==> config.mk <==
export PLATFORM = sky130hd
export DESIGN_NAME = fragment_depth_alpha_blend_ops
export DESIGN_NICKNAME = d
export VERILOG_FILES = /design/src/design/fdab_pkg.sv /design/src/design/fdab_test.sv /design/src/design/fdab_mul.sv /design/src/design/fdab_norm.sv /design/src/design/fragment_depth_alpha_blend_ops.sv
export VERILOG_INCLUDE_DIRS = /design/src /design/src/design
export SDC_FILE = /design/constraint.sdc
export NUM_CORES = 2
export LEC_CHECK = 0
export BUFFER_PORTS_ARGS = -buffer_cell sky130_fd_sc_hd__buf_2
export CORE_ASPECT_RATIO = 0.5
export CORE_MARGIN = 1
export CORE_UTILIZATION = 42
export DETAILED_ROUTE_END_ITERATION = 16
export HOLD_SLACK_MARGIN = 0.08
export PLACE_DENSITY = 0.57
export SYNTH_ARGS = -nofsm -noshare
export SYNTH_HDL_FRONTEND = slang
export SYNTH_SLANG_ARGS = --single-unit
==> constraint.sdc <==
create_clock -name clk -period 8.55 [get_ports clk]
set_input_delay 0.855 -clock clk [delete_from_list [all_inputs] [get_ports clk]]
set_output_delay 0.855 -clock clk [all_outputs]
set_load 0.02 [all_outputs]
==> src/design/fragment_depth_alpha_blend_ops_macros.svh <==
// Assertion helpers for the raster operation block
`ifndef FRAGMENT_DEPTH_ALPHA_BLEND_OPS_MACROS_SVH
`define FRAGMENT_DEPTH_ALPHA_BLEND_OPS_MACROS_SVH

`ifndef NO_ASSERTIONS

`define FDAB_ASSERT_SAME(lbl, clk, rst_n, ante, cons) \
    lbl: assert property (@(posedge clk) disable iff (!rst_n) (ante) |-> (cons)) \
        else $error("fdab check failed");

`define FDAB_ASSERT_NEXT(lbl, clk, rst_n, ante, cons) \
    lbl: assert property (@(posedge clk) disable iff (!rst_n) (ante) |=> (cons)) \
        else $error("fdab check failed");

`else

`define FDAB_ASSERT_SAME(lbl, clk, rst_n, ante, cons)

`define FDAB_ASSERT_NEXT(lbl, clk, rst_n, ante, cons)

`endif

`endif

==> src/design/fdab_pkg.sv <==
package fdab_pkg;

    localparam int DEPTH_BITS_DEFAULT = 24;
    localparam int CFG_INDEX_W        = 4;
    localparam int CFG_DATA_W         = 32;
    localparam int CHAN_W             = 8;
    localparam int NUM_CHAN           = 4;
    localparam int ALPHA_CHAN         = 3;
    localparam int PROD_W             = 2 * CHAN_W;
    localparam int SUM_W              = PROD_W + 1;
    localparam int ROUND_W            = SUM_W + 1;
    localparam int QUOT_W             = ROUND_W - CHAN_W;
    localparam int REM_W              = QUOT_W + 1;

    localparam logic [CHAN_W-1:0]  CHAN_MAX   = 8'hFF;
    localparam logic [CHAN_W-1:0]  CHAN_ZERO  = 8'h00;
    localparam logic [ROUND_W-1:0] ROUND_BIAS = ROUND_W'(127);
    localparam logic [REM_W-1:0]   DIV_ONE    = REM_W'(255);
    localparam logic [REM_W-1:0]   DIV_TWO    = REM_W'(510);

    // compare function codes
    localparam logic [3:0] CMP_NEVER    = 4'd0;
    localparam logic [3:0] CMP_LESS     = 4'd1;
    localparam logic [3:0] CMP_EQUAL    = 4'd2;
    localparam logic [3:0] CMP_LEQUAL   = 4'd3;
    localparam logic [3:0] CMP_GREATER  = 4'd4;
    localparam logic [3:0] CMP_NOTEQUAL = 4'd5;
    localparam logic [3:0] CMP_GEQUAL   = 4'd6;
    localparam logic [3:0] CMP_ALWAYS   = 4'd7;
    localparam logic [3:0] CMP_OFF      = 4'd8;

    // blend factor codes
    localparam logic [3:0] BF_ZERO          = 4'd0;
    localparam logic [3:0] BF_ONE           = 4'd1;
    localparam logic [3:0] BF_SRC_COLOR     = 4'd2;
    localparam logic [3:0] BF_INV_SRC_COLOR = 4'd3;
    localparam logic [3:0] BF_DST_COLOR     = 4'd4;
    localparam logic [3:0] BF_INV_DST_COLOR = 4'd5;
    localparam logic [3:0] BF_SRC_ALPHA     = 4'd6;
    localparam logic [3:0] BF_INV_SRC_ALPHA = 4'd7;
    localparam logic [3:0] BF_DST_ALPHA     = 4'd8;
    localparam logic [3:0] BF_INV_DST_ALPHA = 4'd9;
    localparam logic [3:0] BF_ALPHA_SAT     = 4'd10;

    // register indexes
    localparam logic [CFG_INDEX_W-1:0] CFG_DEPTH_FUNC   = 4'd0;
    localparam logic [CFG_INDEX_W-1:0] CFG_DEPTH_WRITE  = 4'd1;
    localparam logic [CFG_INDEX_W-1:0] CFG_ALPHA_FUNC   = 4'd2;
    localparam logic [CFG_INDEX_W-1:0] CFG_ALPHA_REF    = 4'd3;
    localparam logic [CFG_INDEX_W-1:0] CFG_BLEND_ENABLE = 4'd4;
    localparam logic [CFG_INDEX_W-1:0] CFG_BLEND_SRC    = 4'd5;
    localparam logic [CFG_INDEX_W-1:0] CFG_BLEND_DST    = 4'd6;
    localparam logic [CFG_INDEX_W-1:0] CFG_WRITE_MASK   = 4'd7;

    typedef logic [CHAN_W-1:0] chan_t;
    typedef logic [NUM_CHAN-1:0][CHAN_W-1:0] quad_t;
    typedef logic [NUM_CHAN-1:0][SUM_W-1:0] sum_quad_t;

    typedef struct packed {
        logic pass;
        logic dwrite;
    } frag_ctl_t;

    typedef struct packed {
        logic [3:0]  depth_func;
        logic        depth_write_enable;
        logic [3:0]  alpha_func;
        chan_t       alpha_ref;
        logic        blend_enable;
        logic [3:0]  blend_src_factor;
        logic [3:0]  blend_dst_factor;
        logic [31:0] color_write_mask;
    } rop_cfg_t;

    function automatic logic cmp_pass(input logic [3:0] func, input logic lt,
                                      input logic eq);
        logic res;
        case (func)
            CMP_NEVER:    res = 1'b0;
            CMP_LESS:     res = lt;
            CMP_EQUAL:    res = eq;
            CMP_LEQUAL:   res = lt | eq;
            CMP_GREATER:  res = ~lt & ~eq;
            CMP_NOTEQUAL: res = ~eq;
            CMP_GEQUAL:   res = ~lt;
            default:      res = 1'b1;
        endcase
        return res;
    endfunction

    function automatic chan_t blend_factor(input logic [3:0] sel, input logic allow_sat,
                                           input logic is_alpha, input chan_t sa,
                                           input chan_t sc, input chan_t da,
                                           input chan_t dc);
        chan_t f;
        chan_t inv_da;
        inv_da = CHAN_MAX - da;
        case (sel)
            BF_ZERO:          f = CHAN_ZERO;
            BF_ONE:           f = CHAN_MAX;
            BF_SRC_COLOR:     f = sc;
            BF_INV_SRC_COLOR: f = CHAN_MAX - sc;
            BF_DST_COLOR:     f = dc;
            BF_INV_DST_COLOR: f = CHAN_MAX - dc;
            BF_SRC_ALPHA:     f = sa;
            BF_INV_SRC_ALPHA: f = CHAN_MAX - sa;
            BF_DST_ALPHA:     f = da;
            BF_INV_DST_ALPHA: f = inv_da;
            BF_ALPHA_SAT:
            begin
                if (!allow_sat)
                begin
                    f = CHAN_ZERO;
                end
                else if (is_alpha)
                begin
                    f = CHAN_MAX;
                end
                else
                begin
                    f = (sa < inv_da) ? sa : inv_da;
                end
            end
            default:          f = CHAN_ZERO;
        endcase
        return f;
    endfunction

endpackage

==> src/design/fdab_test.sv <==
module fdab_test
    import fdab_pkg::*;
#(
    parameter int DEPTH_BITS = DEPTH_BITS_DEFAULT
)
(
    input  logic                  clk,
    input  logic                  rst_n,
    input  logic                  load,
    input  logic                  up_valid,
    input  rop_cfg_t              cfg,
    input  logic                  covered,
    input  logic [DEPTH_BITS-1:0] frag_depth,
    input  quad_t                 src,
    input  logic [31:0]           dst_pixel,
    input  logic [DEPTH_BITS-1:0] dst_depth,
    output logic                  valid,
    output frag_ctl_t             ctl,
    output quad_t                 src_q,
    output quad_t                 dst_q,
    output quad_t                 sf_q,
    output quad_t                 df_q,
    output logic [DEPTH_BITS-1:0] depth_q
);

    logic      valid_reg;
    frag_ctl_t ctl_reg, ctl_next;
    quad_t     src_reg, dst_reg, sf_reg, df_reg, sf_next, df_next;
    logic [DEPTH_BITS-1:0] depth_reg, depth_next;
    quad_t     dst;
    logic      depth_on, depth_ok, alpha_ok;

    assign dst = dst_pixel;

    always_comb
    begin
        depth_on = cfg.depth_func < CMP_OFF;
        depth_ok = cmp_pass(cfg.depth_func, frag_depth < dst_depth, frag_depth == dst_depth);
        alpha_ok = cmp_pass(cfg.alpha_func, src[ALPHA_CHAN] < cfg.alpha_ref,
                            src[ALPHA_CHAN] == cfg.alpha_ref);
        ctl_next.pass   = covered & depth_ok & alpha_ok;
        ctl_next.dwrite = ctl_next.pass & depth_on & cfg.depth_write_enable;
        depth_next      = ctl_next.dwrite ? frag_depth : dst_depth;
        for (int i = 0; i < NUM_CHAN; i++)
        begin
            // blending off: src*255 + dst*0 rounds back to src
            if (cfg.blend_enable)
            begin
                sf_next[i] = blend_factor(cfg.blend_src_factor, 1'b1, i == ALPHA_CHAN,
                                          src[ALPHA_CHAN], src[i], dst[ALPHA_CHAN], dst[i]);
                df_next[i] = blend_factor(cfg.blend_dst_factor, 1'b0, i == ALPHA_CHAN,
                                          src[ALPHA_CHAN], src[i], dst[ALPHA_CHAN], dst[i]);
            end
            else
            begin
                sf_next[i] = CHAN_MAX;
                df_next[i] = CHAN_ZERO;
            end
        end
    end

    always_ff @(posedge clk or negedge rst_n)
    begin
        if (!rst_n)
        begin
            valid_reg <= 1'b0;
        end
        else if (load)
        begin
            valid_reg <= up_valid;
        end
    end

    always_ff @(posedge clk)
    begin
        if (load && up_valid)
        begin
            ctl_reg   <= ctl_next;
            src_reg   <= src;
            dst_reg   <= dst;
            sf_reg    <= sf_next;
            df_reg    <= df_next;
            depth_reg <= depth_next;
        end
    end

    assign valid   = valid_reg;
    assign ctl     = ctl_reg;
    assign src_q   = src_reg;
    assign dst_q   = dst_reg;
    assign sf_q    = sf_reg;
    assign df_q    = df_reg;
    assign depth_q = depth_reg;

endmodule

==> src/design/fdab_mul.sv <==
module fdab_mul
    import fdab_pkg::*;
#(
    parameter int DEPTH_BITS = DEPTH_BITS_DEFAULT
)
(
    input  logic                  clk,
    input  logic                  rst_n,
    input  logic                  load,
    input  logic                  up_valid,
    input  frag_ctl_t             up_ctl,
    input  quad_t                 src,
    input  quad_t                 dst,
    input  quad_t                 sf,
    input  quad_t                 df,
    input  logic [DEPTH_BITS-1:0] up_depth,
    output logic                  valid,
    output frag_ctl_t             ctl,
    output sum_quad_t             sum_q,
    output quad_t                 dst_q,
    output logic [DEPTH_BITS-1:0] depth_q
);

    logic      valid_reg;
    frag_ctl_t ctl_reg;
    sum_quad_t sum_reg, sum_next;
    quad_t     dst_reg;
    logic [DEPTH_BITS-1:0] depth_reg;
    logic [NUM_CHAN-1:0][PROD_W-1:0] sp, dp;

    always_comb
    begin
        for (int i = 0; i < NUM_CHAN; i++)
        begin
            sp[i]       = PROD_W'(src[i]) * PROD_W'(sf[i]);
            dp[i]       = PROD_W'(dst[i]) * PROD_W'(df[i]);
            sum_next[i] = SUM_W'(sp[i]) + SUM_W'(dp[i]);
        end
    end

    always_ff @(posedge clk or negedge rst_n)
    begin
        if (!rst_n)
        begin
            valid_reg <= 1'b0;
        end
        else if (load)
        begin
            valid_reg <= up_valid;
        end
    end

    always_ff @(posedge clk)
    begin
        if (load && up_valid)
        begin
            ctl_reg   <= up_ctl;
            sum_reg   <= sum_next;
            dst_reg   <= dst;
            depth_reg <= up_depth;
        end
    end

    assign valid   = valid_reg;
    assign ctl     = ctl_reg;
    assign sum_q   = sum_reg;
    assign dst_q   = dst_reg;
    assign depth_q = depth_reg;

endmodule

==> src/design/fdab_norm.sv <==
module fdab_norm
    import fdab_pkg::*;
#(
    parameter int DEPTH_BITS = DEPTH_BITS_DEFAULT
)
(
    input  logic                  clk,
    input  logic                  rst_n,
    input  logic                  load,
    input  logic                  up_valid,
    input  frag_ctl_t             up_ctl,
    input  sum_quad_t             sum,
    input  quad_t                 dst,
    input  logic [DEPTH_BITS-1:0] up_depth,
    input  logic [31:0]           write_mask,
    output logic                  valid,
    output logic [31:0]           pixel,
    output logic                  pixel_wr,
    output logic [DEPTH_BITS-1:0] depth,
    output logic                  depth_wr
);

    logic        valid_reg;
    logic [31:0] pixel_reg, pixel_next;
    logic        pixel_wr_reg, depth_wr_reg;
    logic [DEPTH_BITS-1:0] depth_reg;
    quad_t       npix;
    logic [NUM_CHAN-1:0][ROUND_W-1:0] t;
    logic [NUM_CHAN-1:0][QUOT_W-1:0]  q0, q;
    logic [NUM_CHAN-1:0][REM_W-1:0]   r;

    // (sum + 127) / 255: estimate by >> 8, then fix up by at most two
    always_comb
    begin
        for (int i = 0; i < NUM_CHAN; i++)
        begin
            t[i]  = ROUND_W'(sum[i]) + ROUND_BIAS;
            q0[i] = t[i][ROUND_W-1:CHAN_W];
            r[i]  = REM_W'(t[i][CHAN_W-1:0]) + REM_W'(q0[i]);
            if (r[i] >= DIV_TWO)
            begin
                q[i] = q0[i] + QUOT_W'(2);
            end
            else if (r[i] >= DIV_ONE)
            begin
                q[i] = q0[i] + QUOT_W'(1);
            end
            else
            begin
                q[i] = q0[i];
            end
            npix[i] = (q[i] > QUOT_W'(CHAN_MAX)) ? CHAN_MAX : q[i][CHAN_W-1:0];
        end
        if (up_ctl.pass)
        begin
            pixel_next = (npix & write_mask) | (dst & ~write_mask);
        end
        else
        begin
            pixel_next = dst;
        end
    end

    always_ff @(posedge clk or negedge rst_n)
    begin
        if (!rst_n)
        begin
            valid_reg <= 1'b0;
        end
        else if (load)
        begin
            valid_reg <= up_valid;
        end
    end

    always_ff @(posedge clk)
    begin
        if (load && up_valid)
        begin
            pixel_reg    <= pixel_next;
            pixel_wr_reg <= up_ctl.pass;
            depth_reg    <= up_depth;
            depth_wr_reg <= up_ctl.dwrite;
        end
    end

    assign valid    = valid_reg;
    assign pixel    = pixel_reg;
    assign pixel_wr = pixel_wr_reg;
    assign depth    = depth_reg;
    assign depth_wr = depth_wr_reg;

endmodule

==> src/design/fragment_depth_alpha_blend_ops.sv <==
// Stages, in order from input accept to result valid: test, multiply, round.
// Throughput: one fragment per cycle while out_stall is low; each stage advances
// when the one after it is empty or moving, so bubbles close up under output stall.
// Reset: rst_n async active low clears all stage valid bits and loads register
// defaults (tests off, depth write on, blend off, src one, dst zero, full mask).
`include "fragment_depth_alpha_blend_ops_macros.svh"

module fragment_depth_alpha_blend_ops
    import fdab_pkg::*;
#(
    parameter int DEPTH_BITS = DEPTH_BITS_DEFAULT
)
(
    input  logic                   clk,
    input  logic                   rst_n,
    input  logic                   cfg_valid,
    output logic                   cfg_ready,
    input  logic [CFG_INDEX_W-1:0] cfg_index,
    input  logic [CFG_DATA_W-1:0]  cfg_data,
    input  logic                   in_valid,
    output logic                   in_stall,
    input  logic                   covered,
    input  logic [DEPTH_BITS-1:0]  frag_depth,
    input  logic [7:0]             src_alpha,
    input  logic [7:0]             src_red,
    input  logic [7:0]             src_green,
    input  logic [7:0]             src_blue,
    input  logic [31:0]            dst_pixel,
    input  logic [DEPTH_BITS-1:0]  dst_depth,
    output logic                   out_valid,
    input  logic                   out_stall,
    output logic [31:0]            pixel_out,
    output logic                   pixel_write,
    output logic [DEPTH_BITS-1:0]  depth_out,
    output logic                   depth_write
);

    rop_cfg_t cfg_reg;

    logic      rdy_b, rdy_c, rdy_d;
    logic      vb, vc;
    frag_ctl_t ctl_b, ctl_c;
    quad_t     src_b, dst_b, sf_b, df_b, dst_c;
    sum_quad_t sum_c;
    logic [DEPTH_BITS-1:0] depth_b, depth_c;

    assign cfg_ready = 1'b1;

    always_ff @(posedge clk or negedge rst_n)
    begin
        if (!rst_n)
        begin
            cfg_reg.depth_func         <= CMP_OFF;
            cfg_reg.depth_write_enable <= 1'b1;
            cfg_reg.alpha_func         <= CMP_OFF;
            cfg_reg.alpha_ref          <= CHAN_ZERO;
            cfg_reg.blend_enable       <= 1'b0;
            cfg_reg.blend_src_factor   <= BF_ONE;
            cfg_reg.blend_dst_factor   <= BF_ZERO;
            cfg_reg.color_write_mask   <= '1;
        end
        else if (cfg_valid && cfg_ready)
        begin
            case (cfg_index)
                CFG_DEPTH_FUNC:   cfg_reg.depth_func         <= cfg_data[3:0];
                CFG_DEPTH_WRITE:  cfg_reg.depth_write_enable <= cfg_data[0];
                CFG_ALPHA_FUNC:   cfg_reg.alpha_func         <= cfg_data[3:0];
                CFG_ALPHA_REF:    cfg_reg.alpha_ref          <= cfg_data[7:0];
                CFG_BLEND_ENABLE: cfg_reg.blend_enable       <= cfg_data[0];
                CFG_BLEND_SRC:    cfg_reg.blend_src_factor   <= cfg_data[3:0];
                CFG_BLEND_DST:    cfg_reg.blend_dst_factor   <= cfg_data[3:0];
                CFG_WRITE_MASK:   cfg_reg.color_write_mask   <= cfg_data[31:0];
                default:          ;
            endcase
        end
    end

    assign rdy_d    = !out_valid || !out_stall;
    assign rdy_c    = !vc || rdy_d;
    assign rdy_b    = !vb || rdy_c;
    assign in_stall = !rdy_b;

    fdab_test #(.DEPTH_BITS(DEPTH_BITS)) u_test (
        .clk        (clk),
        .rst_n      (rst_n),
        .load       (rdy_b),
        .up_valid   (in_valid),
        .cfg        (cfg_reg),
        .covered    (covered),
        .frag_depth (frag_depth),
        .src        ({src_alpha, src_red, src_green, src_blue}),
        .dst_pixel  (dst_pixel),
        .dst_depth  (dst_depth),
        .valid      (vb),
        .ctl        (ctl_b),
        .src_q      (src_b),
        .dst_q      (dst_b),
        .sf_q       (sf_b),
        .df_q       (df_b),
        .depth_q    (depth_b)
    );

    fdab_mul #(.DEPTH_BITS(DEPTH_BITS)) u_mul (
        .clk      (clk),
        .rst_n    (rst_n),
        .load     (rdy_c),
        .up_valid (vb),
        .up_ctl   (ctl_b),
        .src      (src_b),
        .dst      (dst_b),
        .sf       (sf_b),
        .df       (df_b),
        .up_depth (depth_b),
        .valid    (vc),
        .ctl      (ctl_c),
        .sum_q    (sum_c),
        .dst_q    (dst_c),
        .depth_q  (depth_c)
    );

    fdab_norm #(.DEPTH_BITS(DEPTH_BITS)) u_norm (
        .clk        (clk),
        .rst_n      (rst_n),
        .load       (rdy_d),
        .up_valid   (vc),
        .up_ctl     (ctl_c),
        .sum        (sum_c),
        .dst        (dst_c),
        .up_depth   (depth_c),
        .write_mask (cfg_reg.color_write_mask),
        .valid      (out_valid),
        .pixel      (pixel_out),
        .pixel_wr   (pixel_write),
        .depth      (depth_out),
        .depth_wr   (depth_write)
    );

    `FDAB_ASSERT_SAME(a_full_no_accept, clk, rst_n, out_valid && out_stall && vb && vc, in_stall)
    `FDAB_ASSERT_SAME(a_dwrite_needs_pass, clk, rst_n, out_valid && depth_write, pixel_write)
    `FDAB_ASSERT_NEXT(a_drain, clk, rst_n, out_valid && !out_stall && !vc, !out_valid)

endmodule
==> key figures <==
Route
  • DR iter-0 viols: 2325
  • DRC: 0
  • Via count: 28300
  • Wire length per cell: 20.5 microns
  • 1st-pass router iterations: 9
  • Via density: 5.49
  • Antenna Violating Nets Remaining: 0
  • Routed WL: 106 mm

Timing
  • Clk_skew: 26.0 ps
  • Sum of negative setup slack: 0 ps
  • Final-report max-slew violation count: 0
  • Fin crit period: 6330 ps
  • RSZ-0062 raised after global routing: no
  • Least-Margin Pin Slew: 1340 ps
  • Tcrit/Tclk final: 74.0%
  • Max Fclk: 158 MHz
  • Final hold vios: 0
  • Slew HR: 9.24%
  • Setup-failing EPs final: 0

Yosys
  • Cell count after synthesis: 3721
  • Distinct cells, synth: 89
  • Sequential fraction of the synthesis area: 30.4%
  • Number of synthesized flops with an enable pin: 338
  • Synthesized Nets: 4602
  • Register bit count reported by yosys: 399
  • Post-Syn Area per Cell: 10.4 sq um
  • Synth async-reset ratio: 15.3%
  • Mapped cell area: 38500 sq um
  • YS warnings: 0
  • Ys flop type: edfxtp_1

Die
  • Initial Util: 42.5%
  • Placeable Area: 90800 sq um
  • Row cnt: 78
  • Die span in x: 430 microns
  • Die area: 93000 sq um
  • Io pins: 215
  • Die Ht: 216 microns

Global route
  • Vias in the first global route: 28500
  • Largest net degree at the start of global routing: 77
  • First-pass GRT wire length: 167 mm
  • Grt total ovfl: 0
  • Initial antenna violation count: 15
  • GR Util All Layers: 23.1%

Cells and area
  • Layout area overhead: 10.2%
  • # fillers: 8516
  • Nets@finish: 4786
  • Most frequent cells in the layout: inv_1, fa_1, ha_1, edfxtp_1, and2_1
  • Share of layout cells above drive strength 1: 11.4%
  • Multi-input logic area: 24300 sq um
  • Reg area: 11700 sq um
  • Max FFs per register: 68
  • Most common cell after layout, fill and taps aside: inv_1

Clock tree
  • H-tree depth: 2
  • CTS max path bufs: 3
  • Cts bufs inserted: 44
  • TritonCTS clock tree: yes
  • Post-CTS sizing: 0
  • Skew-Pair Late Insertion Delay: 610 ps
  • CTS Root Cell: clkbuf_16
  • Hold-fix buffer count after cts: 0
  • Setup Buffers After CTS: 0
  • Reg clk slew, reported paths: 70 ps
  • Clock Sinks: 399

Setup path
  • WP data arrival: 6690 ps
  • CP startpoint kind: register
  • Worst endpoint required time: 8910 ps
  • Class of the most critical setup path: reg -> reg
  • Crit path max fanout: 9
  • Worst Setup End Kind: register

Job
  • MaxCap Viol Count: 0

Min path
  • Worst Hold Class: in -> async

Run status
  • Status: completed

Placed design
  • RD Place Congestion: 0.883
  • Post-DP HPWL: 82.6 mm
  • IO Port Bufs: 213
## area by class of cell
type | count | share of cell area (%)
multi-input combinational | 2657 | 57.3
tap | 1200 | 3.54
clock inverter | 28 | 0.710
sequential | 399 | 27.6
clock buffer | 54 | 2.86
inverter | 571 | 5.05
timing repair buffer | 232 | 2.85
antenna | 10 | 0.0589
## metrics by stage
step	util, %	worst slack [ps]	hold slack, ps	area [sq um]	std cells
finish	46.8	2220	395	42500	5151
global route	46.8	1820	423	42500	5149
CTS	46.8	2210	406	42400	5141
detailed placement	45.1	2250	405	40900	5059
global placement	45.1	2260	400	40900	5059
floorplan	-	2600	400	38500	3721
## worst paths after layout
path	from	to	slack (ps)	depth (start not counted)
min in group clk	u_mul.depth_q[5]	u_norm.depth[5]	410	0
worst max register to register	u_test.dst_q[2]	u_mul.sum_q[16]	2220	20
worst min-delay path	rst_n	cfg_reg[45]	400	1
worst max-delay path	u_test.dst_q[2]	u_mul.sum_q[16]	2220	20
max in group asynchronous	rst_n	u_norm.valid	7570	1
worst min register to register	u_mul.depth_q[5]	u_norm.depth[5]	410	0
## layer usage
metal  vias up  share of wire, %  track usage (%)  routed length (microns)
met5         -             0.010                0                       11
met4         2               2.0             5.69                     2170
met3       141               6.3             3.51                     6630
met2       901                46             37.3                    48600
met1     14100                46             32.5                    48400
li1      13100                 -                -                        -
## logic make-up after synthesis
group	after synthesis	share of synthesized area, %
adder cells (fa/ha/maj)	732	31.3
AO/OA/AOI/OAI	616	11.0
flip-flops	399	30.4
AND/OR/NAND/NOR	1040	14.1
XOR/XNOR	168	3.84
buffers and inverters	665	6.52
other	1	0.00973
multiplexers	100	2.84
## Yosys cell counts (all sizes together) (12+ instances only)
master | count | area (sq um)
clkbuf | 89 | 335
o22ai | 64 | 400
xnor2 | 113 | 997
nor2 | 139 | 524
a31oi | 25 | 171
o21ai | 105 | 526
mux2i | 25 | 250
and3 | 19 | 119
nor2b | 29 | 181
fa | 388 | 7770
mux2 | 75 | 845
nor3b | 12 | 90.1
a221o | 31 | 310
ha | 339 | 4240
nor3 | 61 | 305
o21bai | 27 | 214
inv | 569 | 2140
nor4 | 16 | 173
and2 | 325 | 2030
a21oi | 132 | 661
edfxtp | 338 | 10100
nand2b | 19 | 119
a21o | 30 | 225
a41oi | 24 | 210
nand3 | 43 | 215
o21a | 17 | 128
nand2 | 306 | 1150
nand4 | 30 | 188
a221oi | 51 | 447
a22oi | 17 | 128
xor2 | 55 | 482
dfrtp | 25 | 626
dfstp | 36 | 946
o211ai | 12 | 90.1
## critical path: stages, from the launching register on
cell and delay (ps):
edfxtp_1 550, and2_1 250, fa_1 420, fa_1 560
fa_1 450, fa_1 550, inv_1 60, fa_1 500
fa_1 550, inv_1 50, ha_1 320, inv_1 60
o21bai_1 60, a21oi_1 240, o21bai_1 100, a21oi_1 220
o21bai_1 90, a21oi_1 210, o21ai_0 190, or4_1 480
and3_1 170
Power is left out: the tool's default activity adds up to more than one toggle a clock period on the data nets, which glitch-free logic cannot reach.
